`src/mbrc_pkg.sv`:
```
// Package for the Modbus-RTU read response checker.
// Holds request and status codes, frame constants, the CRC-16 byte update
// and the result struct. No dependencies.
package mbrc_pkg;

  // Request codes carried by req_type
  typedef enum logic [1:0] {
    REQ_START   = 2'd0,
    REQ_BYTE    = 2'd1,
    REQ_TIMEOUT = 2'd2,
    REQ_UNUSED  = 2'd3
  } req_e;

  // Result status codes
  typedef enum logic [1:0] {
    ST_OK     = 2'd0,
    ST_SHORT  = 2'd1,
    ST_HEADER = 2'd2,
    ST_CRC    = 2'd3
  } status_e;

  localparam logic [15:0] CRC_INIT   = 16'hFFFF;
  localparam logic [15:0] CRC_POLY   = 16'hA001;
  localparam logic [7:0]  FUNC_READ  = 8'h03;
  localparam logic [7:0]  BYTE_COUNT = 8'h04;
  localparam logic [7:0]  ADDR_RESET = 8'h01;

  // Byte positions in the response frame
  localparam logic [3:0]  IDX_ADDR    = 4'd0;
  localparam logic [3:0]  IDX_FUNC    = 4'd1;
  localparam logic [3:0]  IDX_COUNT   = 4'd2;
  localparam logic [3:0]  IDX_VAL0    = 4'd3;
  localparam logic [3:0]  IDX_VAL3    = 4'd6;
  localparam logic [3:0]  IDX_CRC_LO  = 4'd7;
  localparam logic [3:0]  IDX_CRC_HI  = 4'd8;
  localparam logic [3:0]  CRC_SPAN    = 4'd7;

  // Result produced by one item
  typedef struct packed {
    logic        valid;
    status_e     status;
    logic [31:0] value;
  } result_t;

  // Reflected CRC-16 update over one byte, eight shift steps
  function automatic logic [15:0] crc16_byte(input logic [15:0] crc,
                                             input logic [7:0]  b);
    logic [15:0] c;
    c = crc ^ {8'h00, b};
    for (int k = 0; k < 8; k++) begin
      if (c[0]) begin
        c = (c >> 1) ^ CRC_POLY;
      end else begin
        c = c >> 1;
      end
    end
    return c;
  endfunction

endpackage

```
`src/mbrc_frame.sv`:
```
// Frame state of the response checker: byte position, running CRC,
// collected value and header check. Depends on mbrc_pkg.
module mbrc_frame (
  input  logic                 clk_i,
  input  logic                 rst_ni,
  input  logic                 step_i,
  input  mbrc_pkg::req_e       req_i,
  input  logic [7:0]           byte_i,
  input  logic [7:0]           slave_addr_i,
  output mbrc_pkg::result_t    res_o
);
  import mbrc_pkg::*;

  logic [3:0]  byte_index_q, byte_index_d;
  logic [15:0] crc_q, crc_d;
  logic [31:0] value_q, value_d;
  logic        header_good_q, header_good_d;
  logic [7:0]  crc_low_q, crc_low_d;
  logic        closed_q, closed_d;

  logic        hdr_ok;
  logic [15:0] crc_next;

  // Header byte compare at the current position
  always_comb begin
    unique case (byte_index_q)
      IDX_ADDR:  hdr_ok = (byte_i == slave_addr_i);
      IDX_FUNC:  hdr_ok = (byte_i == FUNC_READ);
      IDX_COUNT: hdr_ok = (byte_i == BYTE_COUNT);
      default:   hdr_ok = 1'b1;
    endcase
  end

  assign crc_next = crc16_byte(crc_q, byte_i);

  // Next frame state and result for the item in hand
  always_comb begin
    byte_index_d  = byte_index_q;
    crc_d         = crc_q;
    value_d       = value_q;
    header_good_d = header_good_q;
    crc_low_d     = crc_low_q;
    closed_d      = closed_q;
    res_o         = '{valid: 1'b0, status: ST_OK, value: 32'd0};

    if (step_i) begin
      unique case (req_i)
        REQ_START: begin
          byte_index_d  = '0;
          crc_d         = CRC_INIT;
          value_d       = '0;
          header_good_d = 1'b1;
          crc_low_d     = '0;
          closed_d      = 1'b0;
        end
        REQ_TIMEOUT: begin
          if (!closed_q) begin
            closed_d     = 1'b1;
            res_o.valid  = 1'b1;
            res_o.status = ST_SHORT;
          end
        end
        REQ_BYTE: begin
          if (!closed_q) begin
            byte_index_d = byte_index_q + 4'd1;
            if (!hdr_ok) begin
              header_good_d = 1'b0;
            end
            if (byte_index_q >= IDX_VAL0 && byte_index_q <= IDX_VAL3) begin
              value_d = {value_q[23:0], byte_i};
            end
            if (byte_index_q == IDX_CRC_LO) begin
              crc_low_d = byte_i;
            end
            if (byte_index_q < CRC_SPAN) begin
              crc_d = crc_next;
            end
            // Last byte: report the frame
            if (byte_index_q == IDX_CRC_HI) begin
              closed_d    = 1'b1;
              res_o.valid = 1'b1;
              if (!header_good_q) begin
                res_o.status = ST_HEADER;
              end else if (crc_low_q != crc_q[7:0] || byte_i != crc_q[15:8]) begin
                res_o.status = ST_CRC;
              end else begin
                res_o.status = ST_OK;
                res_o.value  = value_q;
              end
            end
          end
        end
        default: begin
        end
      endcase
    end
  end

  // Hold frame state
  always_ff @(posedge clk_i or negedge rst_ni) begin
    if (!rst_ni) begin
      byte_index_q  <= '0;
      crc_q         <= CRC_INIT;
      value_q       <= '0;
      header_good_q <= 1'b1;
      crc_low_q     <= '0;
      closed_q      <= 1'b0;
    end else begin
      byte_index_q  <= byte_index_d;
      crc_q         <= crc_d;
      value_q       <= value_d;
      header_good_q <= header_good_d;
      crc_low_q     <= crc_low_d;
      closed_q      <= closed_d;
    end
  end

endmodule

```
`config.mk`:
```
export PLATFORM = sky130hd
export DESIGN_NAME = mbrc_frame
export DESIGN_NICKNAME = d
export VERILOG_FILES = /design/src/mbrc_pkg.sv /design/src/mbrc_frame.sv
export SDC_FILE = /design/constraint.sdc
export NUM_CORES = 1
export LEC_CHECK = 0
export BUFFER_PORTS_ARGS = -buffer_cell sky130_fd_sc_hd__buf_2
export CAP_MARGIN = 20
export CORE_MARGIN = 2
export CORE_UTILIZATION = 61
export DETAILED_ROUTE_END_ITERATION = 8
export GPL_ROUTABILITY_DRIVEN = 0
export PLACE_DENSITY_LB_ADDON = 0.2
export RECOVER_POWER = 50
export SYNTH_ARGS = -nofsm -noshare
export SYNTH_HDL_FRONTEND = slang
export SYNTH_SLANG_ARGS = --single-unit
```
`constraint.sdc`:
```
create_clock -name clk_i -period 3.2 [get_ports clk_i]
set_input_delay 0.32 -clock clk_i [delete_from_list [all_inputs] [get_ports clk_i]]
set_output_delay 0.32 -clock clk_i [all_outputs]
set_load 0.03 [all_outputs]
```
* Yosys cells after proc, flatten, opt, wreduce, memory -nomap -nowiden *
Index checks and enable logic that the tools add are counted.

word-level totals
  bits in registers = 62
  output and inout bits = 35
  word-level logic and storage cells = 83

operators by class
  $add $sub $neg = 1
  $lt $le $gt $ge = 3
  equal/unequal tests = 16
  muxes and demuxes = 36
  bitwise logic cells = 9
  reduce and logical (&&, ||, !) cells = 12

operators with widths
  kind                   count
  $mux W16               10
  $mux W32               5
  $mux W35               3
  $pmux W32 S2           1
  $pmux W16 S2           1
  $not A2 Y3             8
  $mux W8                2
  $ne A8 B8 Y1           2
  $pmux W8 S2            1
  $reduce_and A4 Y1      4
  $xor A16 B8 Y16        1
  $ne A2 B2 Y1 const B   5
  $eq A8 B2 Y1 const B   1
  $eq A8 B3 Y1 const B   1
  $eq A8 B8 Y1           1
  $pmux W4 S2            1
  $pmux W1 S3            2
  $pmux W3 S2            1
  $add A4 B1 Y4 const B  1
  $eq A4 B1 Y1 const B   1
  $eq A4 B2 Y1 const B   1
  $eq A4 B3 Y1 const B   1
  $eq A4 B4 Y1 const B   1
  $ge A4 B2 Y1 const B   1
  17 further kinds       21

* Logic depth before layout (Yosys ltp) *
Gate-level depths: netlist (run 1).

  depth in word-level cells = 20
  depth in mapped cells = 10
  depth with buffers taken out = 7

* Worst setup path before layout (run 1) *
OpenSTA, ideal clock, no wires.

  path type = register -> output
  from = register crc_q[4]
  to = output res_o[10] (netlist name)
  arrival = 1.777 ns
  required time = 2.880 ns
  slack = 1.103 ns
  stages on the path, launching flop included = 7
  buffers on the path = 1
  path through = dfstp_2 > xor2_1 > nor4_1 > nand4_1 > nor3_2 > clkbuf_1 > and2_1

RTL lines
  item                      line               RTL
  start: declaration        mbrc_frame.sv:15   logic [15:0] crc_q, crc_d;
  start signal: assignment  mbrc_frame.sv:110  crc_q <= crc_d;
  end: declaration          mbrc_frame.sv:10   output mbrc_pkg::result_t res_o

==> results of run 1 <==
synthesized netlist by cell type (3+ instances only):
cell type | count | area [um2]
dfrtp_1 | 45 | 1130
buf_2 | 7 | 35.0
a31oi_1 | 3 | 18.8
a21oi_1 | 6 | 30.0
a22o_1 | 41 | 359
nor4_1 | 4 | 25.0
a2bb2oi_1 | 7 | 61.3
clkbuf_1 | 8 | 30.0
xor2_1 | 24 | 210
o21ai_0 | 4 | 20.0
buf_4 | 4 | 30.0
o32ai_1 | 3 | 26.3
ha_1 | 8 | 100
nor2_1 | 12 | 45.0
nand2_1 | 21 | 78.8
nor3_1 | 5 | 25.0
dfstp_2 | 17 | 447
and2_1 | 32 | 200
nor2b_1 | 5 | 31.3
xnor2_1 | 14 | 123
mux2i_1 | 5 | 50.1
inv_1 | 7 | 26.3
per-layer routing:
layer	global-route usage, %	part of all wire, %	vias up
li1	-	-	1227
met1	34.8	47	1219
met5	0	0	-
met3	6.14	4.4	5
met2	37.9	47	63
met4	7.93	1.0	0
path summary, 6_finish.rpt:
path / from / to / cells past startpoint
worst max-delay path: crc_q[1] / res_o[6] / 7
worst min register to register: value_q[27] / value_q[27] / 1
max in group asynchronous: rst_ni / crc_low_q[5] / 2
min in group asynchronous: rst_ni / value_q[31] / 1
worst min-delay path: byte_i[0] / crc_low_q[0] / 2
worst max register to register: closed_q / value_q[19] / 6
placed cells by master (no fill, tap or decap), types with 7 or more instances in the layout:
cell,count
a22o_1,41
a2bb2oi_1,7
and2_1,32
buf_2,52
clkbuf_8,9
dfrtp_1,45
dfstp_2,17
ha_1,8
inv_1,7
nand2_1,21
nor2_1,10
xnor2_1,14
xor2_1,24
cell type report:
| cell class | instances | area [um2] | share of cell area (%) |
|---|---|---|---|
| Sequential cell | 62 | 1570 | 40.7 |
| Multi-Input combinational cell | 226 | 1710 | 44.2 |
| Inverter | 7 | 26.3 | 0.679 |
| Clock buffer | 9 | 124 | 3.20 |
| Clock inverter | 7 | 50.0 | 1.29 |
| Tap cell | 72 | 90.1 | 2.33 |
| Timing Repair Buffer | 59 | 297 | 7.66 |
logic make-up after synthesis:
group | share of synthesized area, %
multiplexers | 1.46
AND/OR/NAND/NOR | 15.5
XOR/XNOR | 12.0
adder cells (fa/ha/maj) | 2.92
AO/OA/AOI/OAI | 17.8
flip-flops | 45.9
buffers and inverters | 4.31
worst max-delay path, stage by stage, from the launching register on:
cell and delay, ns:
dfstp_2 0.57, xor2_1 0.08, nor4_1 0.33, nand4_1 0.24, nor3_2 0.18, buf_4 0.28, and2_1 0.17, buf_2 0.19
flip-flops by register name, indices dropped and copies added, names as in the netlist:
signal,count
closed_q,1
header_good_q,1
value_q,32
byte_index_q,4
crc_q,16
crc_low_q,8
power breakdown:
group	leakage, uW	total (uW)	internal [uW]	switching, uW
logic	0.000982	741	385	356
clock network	0.0000933	596	283	314
registers	0.000806	1080	950	133
total	0.00188	2420	1620	802
stage by stage:
step	power [uW]	hold slack (ns)	cells	setup slack, ns	instance area (um2)
6_report	2420	0.344	442	0.485	3870
5_1_grt	2560	0.344	442	0.291	3870
4_1_cts	2450	0.102	442	0.482	3880
3_5_place_dp	1840	0.475	426	0.810	3700
3_3_place_gp	1810	0.470	426	0.858	3700
2_1_floorplan	1680	0.0244	317	1.10	3420
==> reports/qor.yml, run 1 <==
initialDrtViolationCount: 128
synth_seq_cells: 62
synth_ff_type: "dfrtp_1"
grt_pass1_wl_um: 11900
hold_class: "in -> reg"
vdd_drop_max_uv: 607
antenna_found_initial: 0
drc: 0
yosysWarnings: 0
drtAntennaViolNets: 0
drt_first_pass_iters: 4
via_count: 2514
tns_ns: 0
die_y_um: 78.9
synth.avg_cell_area_um2: 10.8
seq_area_frac_synth_pct: 45.9
drv_slew: 40
clock_skew_ns: 0.0107
finish.utilization_pct: 70.7
grt_max_degree: 40
mappedNetlistArea_mm2: 0.00342
cp.arrival_ns: 2.39
die_area_mm2: 0.00623
ios: 56
port_buffers: 55
synth_cells: 317
nets: 394
grt_util_all_layers_pct: 24.7
numCtsBuffers: 9
dieWidth_um: 78.9
core_area_mm2: 0.00547
hold_buffers: 0
ctsResizeCount: 0
tightest_slew_ns: 2.07
power_density_mw_per_mm2: 625
clk_pin_slew_ns: 0.07
tritoncts: "yes"
vias_per_cell: 5.69
critPathRequiredTime_ns: 2.88
power.leakage_uw: 0.00188
critPathCaptureType: "output port"
violations: "capacitance limit, slew limit"
row_count: 27
cts_setup_buffers: 0
fillers: 432
synth-async-reset-ratio_pct: 100
ys_types: 48
synth_edf_count: 0
grt_pass1_vias: 2404
run_status: "finished, violations left"
drv_cap: 1
hold_viol_final: 0
fin_crit_ns: 2.71
clk-insertion-delay-late_ns: 0.34
hpwl_um: 5040
path_class: "reg -> out"
cts_sinks: 62
startpoint_type: "flip-flop"
max-clock-path-buffers: 2
finalSetupViolCount: 0
critPathMaxFanout: 32
area_delta_synth_final_pct: 13.0
maxSlewHeadroom_pct: -38.2
finalCritPeriodShare_pct: 84.8
htreeDepth: 3
syn-num-nets: 346
start_util_pct: 62.6
r2r_slack_ns: 0.86
drive_gt1_share_pct: 27.0
root_buffer: "clkbuf_8"
detail_route.wl_per_cell_um: 15.9
rsz0062_at_grt: "no"
wirelength_um: 7010
n_antenna_cell: 0
grt_overflow_total: 0
fmax_ghz: 0.368
No activity file was read; power rests on OpenSTA's default activity.
==> run 2: changes to the inputs <==
--- a/config.mk
+++ b/config.mk
@@ -8,7 +8,7 @@
 export BUFFER_PORTS_ARGS = -buffer_cell sky130_fd_sc_hd__buf_2
 export CAP_MARGIN = 20
 export CORE_MARGIN = 2
-export CORE_UTILIZATION = 61
+export CORE_UTILIZATION = 57
 export DETAILED_ROUTE_END_ITERATION = 8
 export GPL_ROUTABILITY_DRIVEN = 0
 export PLACE_DENSITY_LB_ADDON = 0.2
==> constraint.sdc (replaced) <==
create_clock -name clk_i -period 2.6 [get_ports clk_i]
set_input_delay 0.26 -clock clk_i [delete_from_list [all_inputs] [get_ports clk_i]]
set_output_delay 0.26 -clock clk_i [all_outputs]
set_load 0.03 [all_outputs]
==> reports/qor.yml, run 2 (synthesis gave the netlist of run 1 again) <==
run_status: "finished, violations left"
violations: "capacitance limit, slew limit"
cp.arrival_ns: 2.23
place_inst: 433
start_util_pct: 58.5
finalCritPeriodShare_pct: 95.6
drv_cap: 1
detail_route.wl_per_cell_um: 16.2
path_class: "reg -> out"
fmax_ghz: 0.402
via_count: 2539
final_common_cell: "dfrtp_1"
tightest_slew_ns: 1.56
slowest_delay_ns: 0.55
grt_pass1_wl_um: 11800
rsz0062_at_grt: "yes"
wl_met3_um: 339
p_total_uw: 3330
initialDrtViolationCount: 123
top_register: "value_q"
cts_setup_buffers: 0
wl_met2_um: 3390
critPathSlowestCell: "dfstp_2"
power_density_mw_per_mm2: 800
multi_input_area_mm2: 0.00172
seq_area_mm2: 0.00157
fin_crit_ns: 2.49
die_y_um: 81.5
power.leakage_uw: 0.00196
startpoint_type: "flip-flop"
hpwl_um: 5220
clk_pin_slew_ns: 0.07
critPathCaptureType: "output port"
vdd_drop_max_uv: 756
drv_slew: 30
cts_sinks: 62
critPathMaxFanout: 32
most-common-layout-cells: "45 x dfrtp_1, 41 x a22o_1, 32 x and2_1, 24 x xor2_1, 23 x buf_4"
drc: 0
largest_reg_flops: 32
drtAntennaViolNets: 0
antenna_found_initial: 0
drt_first_pass_iters: 4
grt_max_degree: 35
crit_buf_inv: 2
core_area_mm2: 0.00585
grt_overflow_total: 0
drive_gt1_share_pct: 28.3
grt_pass1_vias: 2422
vias_per_cell: 5.64
n_antenna_cell: 0
clock_skew_ns: 0.00847
htreeDepth: 3
hold_class: "in -> reg"
fillers: 448
row_count: 28
dieWidth_um: 81.5
critPathRequiredTime_ns: 2.34
drt-met1-wl_um: 3370
area_delta_synth_final_pct: 21.4
largest_registers: "value_q (32), crc_q (16), crc_low_q (8)"
die_area_mm2: 0.00664
clk-insertion-delay-late_ns: 0.34
crit_family: "simple AND/OR/NAND/NOR gates"
top_layer: "met4"
wirelength_um: 7300
maxSlewHeadroom_pct: -3.89
root_buffer: "clkbuf_8"
max-clock-path-buffers: 2
tritoncts: "yes"
grt_util_all_layers_pct: 23.9
numCtsBuffers: 9
finalSetupViolCount: 0
ios: 56
crit_chain: "xor2_1 > nor4_2 > nand4_1 > nor3_2 > buf_12 > and2_1 > buf_6"
fin_cells: 450
hold_viol_final: 0
port_buffers: 55
nets: 399
-- run 2: changes by cell type in the layout (fill, tap and decap cells not counted), moves of 2 or more --
cell,change
buf_4,+21
bufinv_16,+3
inv_6,+3
buf_6,+14
clkinv_4,-3
clkbuf_2,-2
buf_2,-31
buf_12,+2
clkinv_2,-3
-- run 2: what timing repair did --
| action | in CTS | in global routing |
|---|---|---|
| gates resized for setup | 0 | 79 |
| endpoints found under the setup margin | 0 | 32 |
| hold buffers | 1 | 0 |
| hold endpoints to repair | 14 | 0 |
-- run 2: routing by layer --
metal  vias up  track usage, %
met5         -               0
met4         0            11.2
met3        20            4.95
met2        71            37.7
met1      1216            31.7
li1       1232               -
-- run 2: worst register-to-register path, cell delays in order (launching register included) --
cell,delay [ns]
dfrtp_1,0.40
nor2b_1,0.06
o21ai_0,0.71
or3b_2,0.43
nand2_2,0.20
o22a_1,0.24
-- run 2: area by class of cell --
| cell class | instances | area share [%] |
|---|---|---|
| sequential | 62 | 37.8 |
| timing repair buffer | 64 | 12.0 |
| clock inverter | 7 | 3.01 |
| clock buffer | 9 | 2.98 |
| tap | 75 | 2.26 |
| multi-input combinational | 226 | 41.3 |
| inverter | 7 | 0.632 |
-- run 2: stage by stage --
stage | instance area [um2] | setup WS, ns | utilization, % | TNS [ns] | hold WS [ns]
2_1_floorplan | 3420 | 0.563 | - | 0 | -0.0356
3_3_place_gp | 3770 | 0.266 | 64.5 | 0 | 0.336
3_5_place_dp | 3770 | 0.240 | 64.5 | 0 | 0.351
4_1_cts | 4030 | 0.00142 | 68.9 | 0 | 0.254
5_1_grt | 4160 | -0.0222 | 71.1 | -0.0322 | 0.278
6_report | 4160 | 0.113 | 71.1 | 0 | 0.269
-- run 2: final timing paths --
kind,start,end,slack [ns],depth (start not counted)
setup / recovery,crc_q[13],res_o[10],0.11,7
hold / removal,byte_i[0],value_q[0],0.27,2
setup reg to reg,closed_q,crc_q[0],0.50,5
hold reg to reg,value_q[29],value_q[29],0.50,1
max in group asynchronous,rst_ni,crc_q[12],0.44,3
min in group asynchronous,rst_ni,value_q[23],0.84,2
-- run 2: where the power goes --
group	total [uW]	switching, uW	leakage [uW]	internal (uW)
registers	1330	165	0.000806	1170
clock network	1060	414	0.000125	650
logic	930	445	0.00102	485
total	3330	1020	0.00196	2300
==> run 3: changes to the inputs <==
--- a/config.mk
+++ b/config.mk
@@ -7,6 +7,7 @@
 export LEC_CHECK = 0
 export BUFFER_PORTS_ARGS = -buffer_cell sky130_fd_sc_hd__buf_2
 export CAP_MARGIN = 20
+export CORE_ASPECT_RATIO = 1.5
 export CORE_MARGIN = 2
 export CORE_UTILIZATION = 57
 export DETAILED_ROUTE_END_ITERATION = 8
==> reports/qor.yml, run 3 (synthesis gave the netlist of run 1 again) <==
root_buffer: "clkbuf_8"
power_density_mw_per_mm2: 712
crit_chain: "xor2_2 > nor4_2 > nand4_1 > nor3_4 > buf_6 > clkbuf_16 > and2_1 > buf_6"
via_count: 2619
critPathCaptureType: "output port"
setup_ws_ns: -0.0138
ios: 56
max-clock-path-buffers: 2
htreeDepth: 3
grt_pass1_wl_um: 12100
startpoint_type: "flip-flop"
pre_cts_slack_ns: 0.220
violations: "setup timing"
numCtsBuffers: 9
area_delta_synth_final_pct: 24.7
die_y_um: 98.9
path_class: "reg -> out"
start_util_pct: 59.2
vias_per_cell: 5.76
largest_registers: "value_q (32), crc_q (16), crc_low_q (8)"
drv_slew: 0
drive_gt1_share_pct: 33.2
initialDrtViolationCount: 202
fillers: 430
hpwl_um: 5350
dieWidth_um: 67.3
path_common_cell: "buf_6"
die_area_mm2: 0.00666
row_count: 34
n_antenna_cell: 0
antenna_found_initial: 0
clk_pin_slew_ns: 0.07
power.leakage_uw: 0.00199
fin_cells: 455
cp.arrival_ns: 2.35
rsz0062_at_grt: "yes"
critPathMaxFanout: 16
stdcell_area_mm2: 0.00427
grt_overflow_total: 0
grt_max_degree: 33
wirelength_um: 7880
postPlaceCellArea_mm2: 0.00376
largest_reg_flops: 32
cts_sinks: 62
run_status: "finished, violations left"
hold_class: "in -> reg"
grt_pass1_vias: 2513
fmax_ghz: 0.383
maxSlewHeadroom_pct: 8.10
slowest_delay_ns: 0.59
tightest_slew_ns: 1.38
critPathRequiredTime_ns: 2.34
whs_ns: 0.264
grt_util_all_layers_pct: 24.2
final_common_cell: "dfrtp_1"
fin_crit_ns: 2.61
most-common-layout-cells: "45 x dfrtp_1, 41 x a22o_1, 32 x buf_6, 23 x xor2_1, 22 x buf_2"
clock_skew_ns: 0.00543
nets: 407
drtAntennaViolNets: 0
hold_viol_final: 0
top_register: "value_q"
clk-insertion-delay-late_ns: 0.35
place_inst: 432
drt_first_pass_iters: 4
finalSetupViolCount: 2
port_buffers: 55
drc: 0
vdd_drop_max_uv: 713
detail_route.wl_per_cell_um: 17.3
core_area_mm2: 0.00579
drv_cap: 0
finish.utilization_pct: 73.8
tritoncts: "yes"
finalCritPeriodShare_pct: 101
critPathSlowestCell: "dfstp_2"
==> run 3: cell types whose count changed in the layout (fill, tap and decap cells not counted), moves of 2 or more <==
cell / before / now
inv_6: 4 / 1
clkinvlp_4: 0 / 3
clkbuf_2: 0 / 2
buf_6: 14 / 32
buf_4: 23 / 10
and2_1: 32 / 21
clkinv_2: 0 / 2
bufinv_16: 3 / 0
clkbuf_16: 0 / 2
and2_4: 0 / 11
==> run 3: cell type report <==
cell class | instances | area (um2) | area share, %
Tap cell | 72 | 90.1 | 2.11
Multi-Input combinational cell | 226 | 1760 | 41.3
Timing Repair Buffer | 72 | 643 | 15.1
Inverter | 7 | 26.3 | 0.615
Clock inverter | 7 | 50.0 | 1.17
Clock buffer | 9 | 124 | 2.90
Sequential cell | 62 | 1570 | 36.8
==> run 3: per-stage QoR <==
stage,power [uW],setup TNS [ns]
after floorplan,2060,0
after global placement,2240,0
after detailed placement,2270,0
after CTS,3020,0
after global routing,3220,-1.45
final,3040,-0.0163
==> run 3: path summary, 6_finish.rpt <==
check,from,endpoint,slack [ns],cells past startpoint
worst max register to register,closed_q,crc_q[0],0.34,5
worst max-delay path,crc_q[4],res_o[26],-0.01,8
worst min register to register,value_q[25],value_q[25],0.50,1
max in group asynchronous,rst_ni,crc_q[9],0.67,3
min in group asynchronous,rst_ni,value_q[20],0.74,2
worst min-delay path,step_i,closed_q,0.26,3
==> run 3: per-layer routing <==
metal,up-vias,global-route usage [%],wire length (um)
met2,78,36.8,4000
met4,0,17.3,373
met3,24,3.54,315
li1,1247,-,-
met5,-,0,0
met1,1270,31.1,3190
==> run 3: critical path, delay by kind of cell, from the launching register on <==
kind	cells	cell delay (ns)
xor+xnor	1	0.10
buf+inv	3	0.44
flops	1	0.59
simple gates	4	0.86
==> run 3: timing repair <==
action	CTS	global route
hold endpoints to repair	21	0
gates cloned	0	2
hold buffers	1	0
buffers inserted	1	3
pin swaps	1	1
resized for setup	0	111
setup endpoints to repair	4	32
==> run 3: power breakdown <==
part           switching (uW)  internal, uW
Combinational             478           502
Clock                     406           346
Sequential                140          1170
